**src/sv/mtep_pkg.sv**
```systemverilog
package mtep_pkg;

    typedef enum logic [2:0] {
        PH_DELAY,
        PH_STATUS,
        PH_DATA1,
        PH_DATA2,
        PH_LENGTH,
        PH_META,
        PH_DONE
    } phase_t;

    localparam logic [1:0] KIND_HEADER = 2'd0;
    localparam logic [1:0] KIND_META   = 2'd1;
    localparam logic [1:0] KIND_END    = 2'd2;

    localparam logic [7:0] STATUS_FLAG     = 8'h80;
    localparam logic [7:0] DATA_MASK       = 8'h7F;
    localparam logic [7:0] ST_SYSTEM       = 8'hF0;
    localparam logic [7:0] ST_SONG_POS     = 8'hF2;
    localparam logic [7:0] ST_SONG_SEL     = 8'hF3;
    localparam logic [7:0] ST_SYSEX_ESC    = 8'hF7;
    localparam logic [7:0] ST_META         = 8'hFF;
    localparam logic [7:0] ST_PROG_CHANGE  = 8'hC0;
    localparam logic [7:0] ST_PITCH_BEND   = 8'hE0;
    localparam logic [7:0] META_END_TRACK  = 8'h2F;

    typedef struct packed {
        logic [7:0] track_byte;
        logic       new_track;
    } in_item_t;

    typedef struct packed {
        logic [1:0]  kind;
        logic [31:0] delay;
        logic [7:0]  status;
        logic [7:0]  data_first;
        logic [7:0]  data_second;
        logic [31:0] meta_length;
        logic [7:0]  meta_byte;
        logic        meta_last;
    } out_item_t;

    typedef struct packed {
        phase_t      phase;
        logic [7:0]  running_status;
        logic [7:0]  current_status;
        logic [31:0] delay_accum;
        logic [7:0]  first_data;
        logic [7:0]  second_data;
        logic [31:0] length_accum;
        logic [31:0] meta_remaining;
    } parse_state_t;

    localparam parse_state_t STATE_RESET = '{
        phase:          PH_DELAY,
        running_status: 8'h00,
        current_status: 8'h00,
        delay_accum:    32'h0,
        first_data:     8'h00,
        second_data:    8'h00,
        length_accum:   32'h0,
        meta_remaining: 32'h0
    };

    function automatic logic wants_first(input logic [7:0] st);
        return (st < ST_SYSTEM) || (st == ST_SONG_POS) || (st == ST_SONG_SEL)
            || (st == ST_META);
    endfunction

    function automatic logic wants_second(input logic [7:0] st);
        return (st < ST_PROG_CHANGE) || ((st >= ST_PITCH_BEND) && (st < ST_SYSTEM))
            || (st == ST_SONG_POS);
    endfunction

    function automatic logic has_length(input logic [7:0] st);
        return (st == ST_SYSTEM) || (st == ST_SYSEX_ESC) || (st == ST_META);
    endfunction

endpackage

```
**src/sv/mtep_step.sv**
```systemverilog
module mtep_step (
    input  mtep_pkg::parse_state_t state_cur,
    input  mtep_pkg::in_item_t     item,
    output mtep_pkg::parse_state_t state_next,
    output logic                   res_valid,
    output mtep_pkg::out_item_t    res
);

    always_comb begin
        mtep_pkg::parse_state_t s;
        logic [7:0]             b;
        logic                   do_after;

        s         = item.new_track ? mtep_pkg::STATE_RESET : state_cur;
        b         = item.track_byte;
        do_after  = 1'b0;
        res_valid = 1'b0;
        res       = '0;

        unique case (s.phase)
            mtep_pkg::PH_DELAY: begin
                s.delay_accum = {s.delay_accum[24:0], b[6:0]};
                if ((b & mtep_pkg::STATUS_FLAG) == 8'h00) begin
                    s.phase = mtep_pkg::PH_STATUS;
                end
            end
            mtep_pkg::PH_STATUS: begin
                s.first_data  = 8'h00;
                s.second_data = 8'h00;
                if ((b & mtep_pkg::STATUS_FLAG) != 8'h00) begin
                    s.current_status = b;
                    if (b < mtep_pkg::ST_SYSTEM) begin
                        s.running_status = b;
                    end
                    if (mtep_pkg::wants_first(b)) begin
                        s.phase = mtep_pkg::PH_DATA1;
                    end else begin
                        do_after = 1'b1;
                    end
                end else begin
                    s.current_status = s.running_status;
                    s.first_data     = b;
                    if (mtep_pkg::wants_second(s.current_status)) begin
                        s.phase = mtep_pkg::PH_DATA2;
                    end else begin
                        do_after = 1'b1;
                    end
                end
            end
            mtep_pkg::PH_DATA1: begin
                s.first_data = b;
                if ((s.current_status == mtep_pkg::ST_META)
                        && (b == mtep_pkg::META_END_TRACK)) begin
                    res_valid        = 1'b1;
                    res.kind         = mtep_pkg::KIND_END;
                    res.delay        = s.delay_accum;
                    res.status       = mtep_pkg::ST_META;
                    res.data_first   = mtep_pkg::META_END_TRACK;
                    s.current_status = 8'h00;
                    s.delay_accum    = 32'h0;
                    s.first_data     = 8'h00;
                    s.second_data    = 8'h00;
                    s.length_accum   = 32'h0;
                    s.phase          = mtep_pkg::PH_DONE;
                end else if (mtep_pkg::wants_second(s.current_status)) begin
                    s.phase = mtep_pkg::PH_DATA2;
                end else begin
                    do_after = 1'b1;
                end
            end
            mtep_pkg::PH_DATA2: begin
                s.second_data = b;
                do_after      = 1'b1;
            end
            mtep_pkg::PH_LENGTH: begin
                s.length_accum = {s.length_accum[24:0], b[6:0]};
                if ((b & mtep_pkg::STATUS_FLAG) == 8'h00) begin
                    res_valid        = 1'b1;
                    res.kind         = mtep_pkg::KIND_HEADER;
                    res.delay        = s.delay_accum;
                    res.status       = s.current_status;
                    res.data_first   = s.first_data;
                    res.data_second  = s.second_data;
                    res.meta_length  = s.length_accum;
                    s.meta_remaining = s.length_accum;
                    s.phase          = (s.length_accum != 32'h0) ? mtep_pkg::PH_META
                                                                 : mtep_pkg::PH_DELAY;
                    s.current_status = 8'h00;
                    s.delay_accum    = 32'h0;
                    s.first_data     = 8'h00;
                    s.second_data    = 8'h00;
                    s.length_accum   = 32'h0;
                end
            end
            mtep_pkg::PH_META: begin
                res_valid        = 1'b1;
                res.kind         = mtep_pkg::KIND_META;
                res.meta_byte    = b;
                res.meta_last    = (s.meta_remaining == 32'h1);
                s.meta_remaining = s.meta_remaining - 32'h1;
                if (s.meta_remaining == 32'h0) begin
                    s.phase = mtep_pkg::PH_DELAY;
                end
            end
            default: begin
            end
        endcase

        if (do_after) begin
            if (mtep_pkg::has_length(s.current_status)) begin
                s.length_accum = 32'h0;
                s.phase        = mtep_pkg::PH_LENGTH;
            end else begin
                res_valid        = 1'b1;
                res.kind         = mtep_pkg::KIND_HEADER;
                res.delay        = s.delay_accum;
                res.status       = s.current_status;
                res.data_first   = s.first_data;
                res.data_second  = s.second_data;
                s.current_status = 8'h00;
                s.delay_accum    = 32'h0;
                s.first_data     = 8'h00;
                s.second_data    = 8'h00;
                s.length_accum   = 32'h0;
                s.phase          = mtep_pkg::PH_DELAY;
            end
        end

        state_next = s;
    end

endmodule

```
**src/sv/midi_track_event_parser.sv**
```systemverilog
// Parses a standard MIDI file track one byte per transaction and produces at most one
// result per byte: an event header (delta time, effective status with running status,
// data bytes, metadata length), one result per SysEx or meta payload byte, and an end
// of track result after meta type 0x2F, after which bytes are dropped until new_track.
// A byte is taken every cycle when the output does not stall; its result, if any, goes
// through the input register, then the combinational parser update, into the output
// register. Back-pressure stalls the output register, and the input register once full.
module midi_track_event_parser (
    input  logic                aclk,
    input  logic                aresetn,
    input  logic                s_valid,
    output logic                s_ready,
    input  mtep_pkg::in_item_t  s_item,
    output logic                m_valid,
    input  logic                m_ready,
    output mtep_pkg::out_item_t m_item
);

    logic                   in_valid_reg;
    mtep_pkg::in_item_t     in_item_reg;
    mtep_pkg::parse_state_t state_reg;
    mtep_pkg::parse_state_t state_next;
    logic                   out_valid_reg;
    mtep_pkg::out_item_t    out_item_reg;
    logic                   res_valid;
    mtep_pkg::out_item_t    res;
    logic                   advance;

    assign advance = !out_valid_reg || m_ready;
    assign s_ready = !in_valid_reg || advance;
    assign m_valid = out_valid_reg;
    assign m_item  = out_item_reg;

    mtep_step u_step (
        .state_cur  (state_reg),
        .item       (in_item_reg),
        .state_next (state_next),
        .res_valid  (res_valid),
        .res        (res)
    );

    always_ff @(posedge aclk) begin
        if (!aresetn) begin
            in_valid_reg  <= 1'b0;
            out_valid_reg <= 1'b0;
            state_reg     <= mtep_pkg::STATE_RESET;
        end else begin
            if (s_ready) begin
                in_valid_reg <= s_valid;
            end
            if (advance) begin
                out_valid_reg <= in_valid_reg && res_valid;
                if (in_valid_reg) begin
                    state_reg <= state_next;
                end
            end
        end
    end

    always_ff @(posedge aclk) begin
        if (s_ready) begin
            in_item_reg <= s_item;
        end
        if (advance && in_valid_reg && res_valid) begin
            out_item_reg <= res;
        end
    end

    a_end_enters_done: assert property (@(posedge aclk) disable iff (!aresetn)
        (advance && in_valid_reg && res_valid && (res.kind == mtep_pkg::KIND_END))
        |=> (state_reg.phase == mtep_pkg::PH_DONE))
        else $error("End of track result did not stop the parser.");

    a_done_is_silent: assert property (@(posedge aclk) disable iff (!aresetn)
        (in_valid_reg && (state_reg.phase == mtep_pkg::PH_DONE) && !in_item_reg.new_track)
        |-> !res_valid)
        else $error("A result was produced after end of track.");

    a_last_meta_ends_event: assert property (@(posedge aclk) disable iff (!aresetn)
        (advance && in_valid_reg && res_valid && (res.kind == mtep_pkg::KIND_META)
            && res.meta_last)
        |=> (state_reg.phase == mtep_pkg::PH_DELAY))
        else $error("Last metadata byte did not return the parser to the delta time.");

    a_ready_when_empty: assert property (@(posedge aclk) disable iff (!aresetn)
        !out_valid_reg |-> s_ready)
        else $error("Input stalled while the output register was empty.");

endmodule

```
**config.mk**
```make
export PLATFORM = sky130hd
export DESIGN_NAME = midi_track_event_parser
export DESIGN_NICKNAME = d
export VERILOG_FILES = /design/src/sv/mtep_pkg.sv /design/src/sv/mtep_step.sv /design/src/sv/midi_track_event_parser.sv
export SDC_FILE = /design/constraint.sdc
export NUM_CORES = 1
export LEC_CHECK = 0
export BUFFER_PORTS_ARGS = -buffer_cell sky130_fd_sc_hd__buf_2
export CAP_MARGIN = 5
export CELL_PAD_IN_SITES_DETAIL_PLACEMENT = 0
export CELL_PAD_IN_SITES_GLOBAL_PLACEMENT = 1
export CORE_MARGIN = 2
export CORE_UTILIZATION = 46
export DETAILED_ROUTE_END_ITERATION = 12
export PLACE_DENSITY = 0.78
export SLEW_MARGIN = 20
export SYNTH_ARGS = -nofsm -noshare
export SYNTH_HDL_FRONTEND = slang
export SYNTH_HIERARCHICAL = 1
export SYNTH_SLANG_ARGS = --single-unit
```
**constraint.sdc**
```tcl
create_clock -name aclk -period 10.5 [get_ports aclk]
set_input_delay 1.05 -clock aclk [delete_from_list [all_inputs] [get_ports aclk]]
set_output_delay 1.05 -clock aclk [all_outputs]
set_load 0.01 [all_outputs]
```
## Word-level counts from Yosys, hierarchy flattened

Index checks and enable logic that the tools add are counted.

| storage, ports and cells | value |
|---|---|
| register bits | 241 |
| bits in latches | 0 |
| RAM bits | 0 |
| ROM bits | 0 |
| output and inout bits | 101 |
| logic and storage cells | 115 |
| memories | 0 |

| operators by class | value |
|---|---|
| $add $sub $neg | 1 |
| multiply operators | 0 |
| div/mod/pow operators | 0 |
| $lt $le $gt $ge | 7 |
| equality and inequality tests | 16 |
| shift operators | 0 |
| mux-type cells | 46 |
| bitwise gates (word level) | 0 |
| reductions and logical operators | 25 |

Operator list:

| cell | number |
|---|---|
| $mux 88 | 3 |
| $mux 131 | 1 |
| $pmux 32 s2 | 2 |
| $mux 120 | 1 |
| $mux 58 | 2 |
| $pmux 32 s3 | 1 |
| $pmux 48 s2 | 1 |
| $eq 8x8->1 const B | 9 |
| $mux 56 | 1 |
| $mux 50 | 1 |
| $pmux 8 s3 | 2 |
| $lt 8x8->1 const B | 5 |
| $mux 40 | 1 |
| $mux 3 | 11 |
| $eq 32x1->1 const B | 1 |
| $logic_not 32->1 | 1 |
| $mux 8 | 4 |
| $pmux 8 s4 | 1 |
| $reduce_bool 32->1 | 1 |
| $sub 32x1->32 const B | 1 |
| $ge 8x8->1 const B | 2 |
| $pmux 3 s5 | 1 |
| $logic_or 1x1->1 | 11 |
| $mux 1 | 9 |
| 12 further kinds | 22 |

## Longest topological paths before layout

| logic depth | value |
|---|---|
| word-level depth | 11 |
| mapped depth | 18 |
| depth with buffers taken out | 13 |

## Modules after synthesis

Netlist, hierarchy kept.

By module, submodules not included:

| module | instances | cells an instance | area an instance (sq um) |
|---|---|---|---|
| midi_track_event_parser | 1 | 687 | 8558.2 |
| mtep_step | 1 | 782 | 4579.4 |

## Least setup slack after synthesis

Ideal clock, no wire load.

| path | value |
|---|---|
| path kind | flip-flop to flip-flop |
| from | register in_item_reg[8] (netlist bit) |
| to | register out_item_reg (netlist bit m_item[0]) (enable) |
| setup time | 559 ps |
| data arrival time | 6799 ps |
| data required time | 9941 ps |
| setup slack | 3143 ps |
| cell stages (with the launch flop) | 13 |
| buffers on the path | 2 |
| cell sequence | edfxtp_1 -> clkbuf_1 -> or3b_2 -> nor3_2 -> nor2_1 -> a22o_1 -> a21oi_1 -> a2111oi_4 -> nand2b_1 -> clkbuf_1 -> nand3_1 -> nand2_1 -> nor2_1 |

| on the way | value |
|---|---|
| longest elaborated chain between the ends | 10 |
| elaborated cells on any way between the ends | 29 |
| classes of those cells | order compare (1); eq/ne (7); mux (13); reduce/logical (8) |

Ends and longest elaborated chain:

| what | RTL line | text |
|---|---|---|
| start: declaration | midi_track_event_parser.sv:20 | `mtep_pkg::in_item_t in_item_reg;` |
| start signal: assignment | midi_track_event_parser.sv:62 | `in_item_reg <= s_item;` |
| $eq 8x6->1 | mtep_step.sv:53 | `&& (b == mtep_pkg::META_END_TRACK)) begin` |
| $logic_and 1x1->1 | mtep_step.sv:53 |  |
| $mux 88 | mtep_step.sv:52 | `if ((s.current_status == mtep_pkg::ST_META)` |
| $pmux 8 s3 | mtep_step.sv:20 | `unique case (s.phase)` |
| $eq 8x8->1 | mtep_pkg.sv:77 | `return (st == ST_SYSTEM) \|\| (st == ST_SYSEX_ESC) \|\| (st == ST_META);` |
| $logic_or 1x1->1 (2 in series) | mtep_pkg.sv:77 |  |
| $mux 1 | mtep_step.sv:110 | `if (mtep_pkg::has_length(s.current_status)) begin` |
| $mux 1 (*) | mtep_step.sv:109 | `if (do_after) begin` |
| net res_valid | midi_track_event_parser.sv:25 | `logic res_valid;` |
| $logic_and 1x1->1 (*) | midi_track_event_parser.sv:64 | `if (advance && in_valid_reg && res_valid) begin` |
| end signal: assignment | midi_track_event_parser.sv:65 | `out_item_reg <= res;` |
| end: declaration | midi_track_event_parser.sv:24 | `mtep_pkg::out_item_t out_item_reg;` |

The timed path passes the listed nets; every way through them passes the cells marked *.
A chain may end at the register's enable or synchronous reset.

==> run_results.csv <==
group,metric,value,unit
power_and_ir_drop,cellPowerDensity,137.4,nW/um2
timing,period_needed,5642,ps
power_and_ir_drop,clockPowerShare,0.469,
timing,max_freq,177.2,MHz
global_route,grt_max_degree,146,
worst_setup_path,cp.arrival,6020,ps
cells_and_area,final_common_cell,"nand2_1",
die,core,27550,um2
cts,ctsHoldBuffers,0,
routing,route.met2.wl,15390,um
timing,whs,453.5,ps
timing,slew_headroom,0.2470,
power_and_ir_drop,finalPower,1.968,mW
worst_setup_path,slowest_delay,660,ps
timing,hold_violations,0,
worst_setup_path,cp_max_fo,45,
cells_and_area,largest_reg_flops,124,
cells_and_area,syn_to_final_growth,11.91,%
yosys,syn-cell-area,12800,um2
die,start_util,0.4644,
flow_run,cap_violations,0,
global_route,grt_pass1_wl,56840,um
cells_and_area,fillers,2607,
routing,vias,10790,
worst_setup_path,crit_path_frequent_cell,"buf_4",
place,gp_congestion,0.9127,
routing,drc,0,
place,dpl.cell_count,1820,
cts,clk_path_buf_depth,3,
place,portBuffers,113,
global_route,track_usage,0.2448,
worst_setup_path,path_class,"reg2reg",
timing,fin_tns_setup,0,ps
worst_setup_path,cp.required,10880,ps
die,die_w,170.8,um
timing,finClkSkew,18.61,ps
place,preCtsSetupSlack,4935,ps
timing,period_share,0.5374,
cells_and_area,instances_no_fill,1868,
power_and_ir_drop,intPower,1.521,mW
cells_and_area,layout.nets,1486,
routing,final_antenna_net_count,0,
power_and_ir_drop,seq_power_share,0.490,
power_and_ir_drop,ir_drop,0.1125,mV
cts,clk-insertion-delay-late,540,ps
cells_and_area,utilization,0.5197,
global_route,overflow,0,
place,place_area,13450,um2
global_route,grt_pass1_vias,9813,
cells_and_area,drive_above_1_share,0.1376,
cts,postCtsSetupBuffers,0,
place,hpwl,23940,um
cts,htreeDepth,1,
cts,cts_resized,0,
routing,drt-total-wl,36270,um
power_and_ir_drop,pwr-share-comb,0.041,
timing,timing.final.ws_setup,4858,ps
hold_path,hold_class,"reg2reg",
cts,clock-sinks,234,
worst_setup_path,worstSetupStartpointType,"register",
routing,wl_per_cell,19.42,um
yosys,syn-num-nets,1443,
yosys,yosys_warnings,6,
routing,drt_pre_antenna_iters,6,
timing,rsz0062_at_grt,"no",
routing,wl_met3,2432,um
cts,cts_made_buffers,26,
worst_setup_path,slowest_stage,"ha_1",
die,dieArea,29170,um2
cts,clkSlewWorstSetupHoldPaths,60,ps
global_route,antenna_found_initial,0,
cts,clockRootBuffer,"clkbuf_16",
cells_and_area,stdcell_area,14320,um2
routing,drt_iter0_markers,896,
yosys,syn_area_per_cell,8.967,um2
die,ios,114,
worst_setup_path,endpoint_kind,"register",
routing,vias_per_cell,5.774,
power_and_ir_drop,swShare,0.2269,
power_and_ir_drop,power_leakage,5.127,nW
timing,worstMarginPinSlew,1121,ps
cells_and_area,final_cell_mix,"294 x nand2_1, 133 x mux2i_1, 126 x dfxtp_1",
worst_setup_path,cp_cell_sequence,"buf_4 -> buf_4 -> inv_1 -> buf_4 -> nand2_1 -> ha_1 -> nand3_1 -> o311ai_0 -> o211ai_1 -> or4b_1 -> or4_1 -> o31ai_2 -> a221oi_1 -> nand2_1 -> mux2i_1",
cts,cts_tree,"built",
run_status,status,"finished, final reports clean",
yosys,synthCells,1427,
routing,wl_met1,17870,um
cells_and_area,num_antenna_cells,0,
die,die_height,170.8,um
timing,setup_violations,0,
power_and_ir_drop,p_sw,0.4465,mW
die,num_rows,61,
timing,maxSlewViolCount,0,
routing,highest_layer,"met4",
==> path summary, 6_finish.rpt <==
kind	startpoint	end	slack [ps]	cells past startpoint
worst max-delay path	in_item_reg[0]	state_reg[128]	4860	15
worst max register to register	in_item_reg[0]	state_reg[128]	4860	15
worst min-delay path	state_reg[64]	state_reg[64]	450	2
worst min register to register	state_reg[64]	state_reg[64]	450	2
==> critical path, delay by kind of cell, from the launching register on <==
family          cells  cell delay (ps)
mux                 1               80
simple gates        5             1680
buf+inv             4             1570
fa+ha+maj           1              660
flops               1              330
compound gates      4             1110
==> layout make-up <==
cell class / count / area, um2 / area share
multi-input combinational: 1067 / 6469 / 0.4517
sequential: 234 / 5766 / 0.4026
timing repair buffer: 130 / 699.4 / 0.04884
clock buffer: 31 / 690.7 / 0.04823
tap: 378 / 473.0 / 0.03303
clock inverter: 17 / 181.4 / 0.01267
inverter: 11 / 41.29 / 0.002883
==> power by group through the flow <==
| stage | sequential (mW) | combinational [mW] | clock [mW] |
|---|---|---|---|
| final | 0.964 | 0.0808 | 0.924 |
| after global routing | 0.964 | 0.0874 | 0.980 |
| after CTS | 0.963 | 0.0808 | 0.945 |
| after detailed placement | 0.983 | 0.0806 | 0 |
| after global placement | 0.983 | 0.0803 | 0 |
| after floorplan | 0.973 | 0.0723 | 0 |
==> layer usage <==
metal / up-vias / track usage
li1: 5186 / -
met1: 5191 / 0.3698
met2: 365 / 0.3649
met3: 44 / 0.04210
met4: 0 / 0.05314
met5: - / 0
Note: power is estimated with default switching activity, not from simulation.
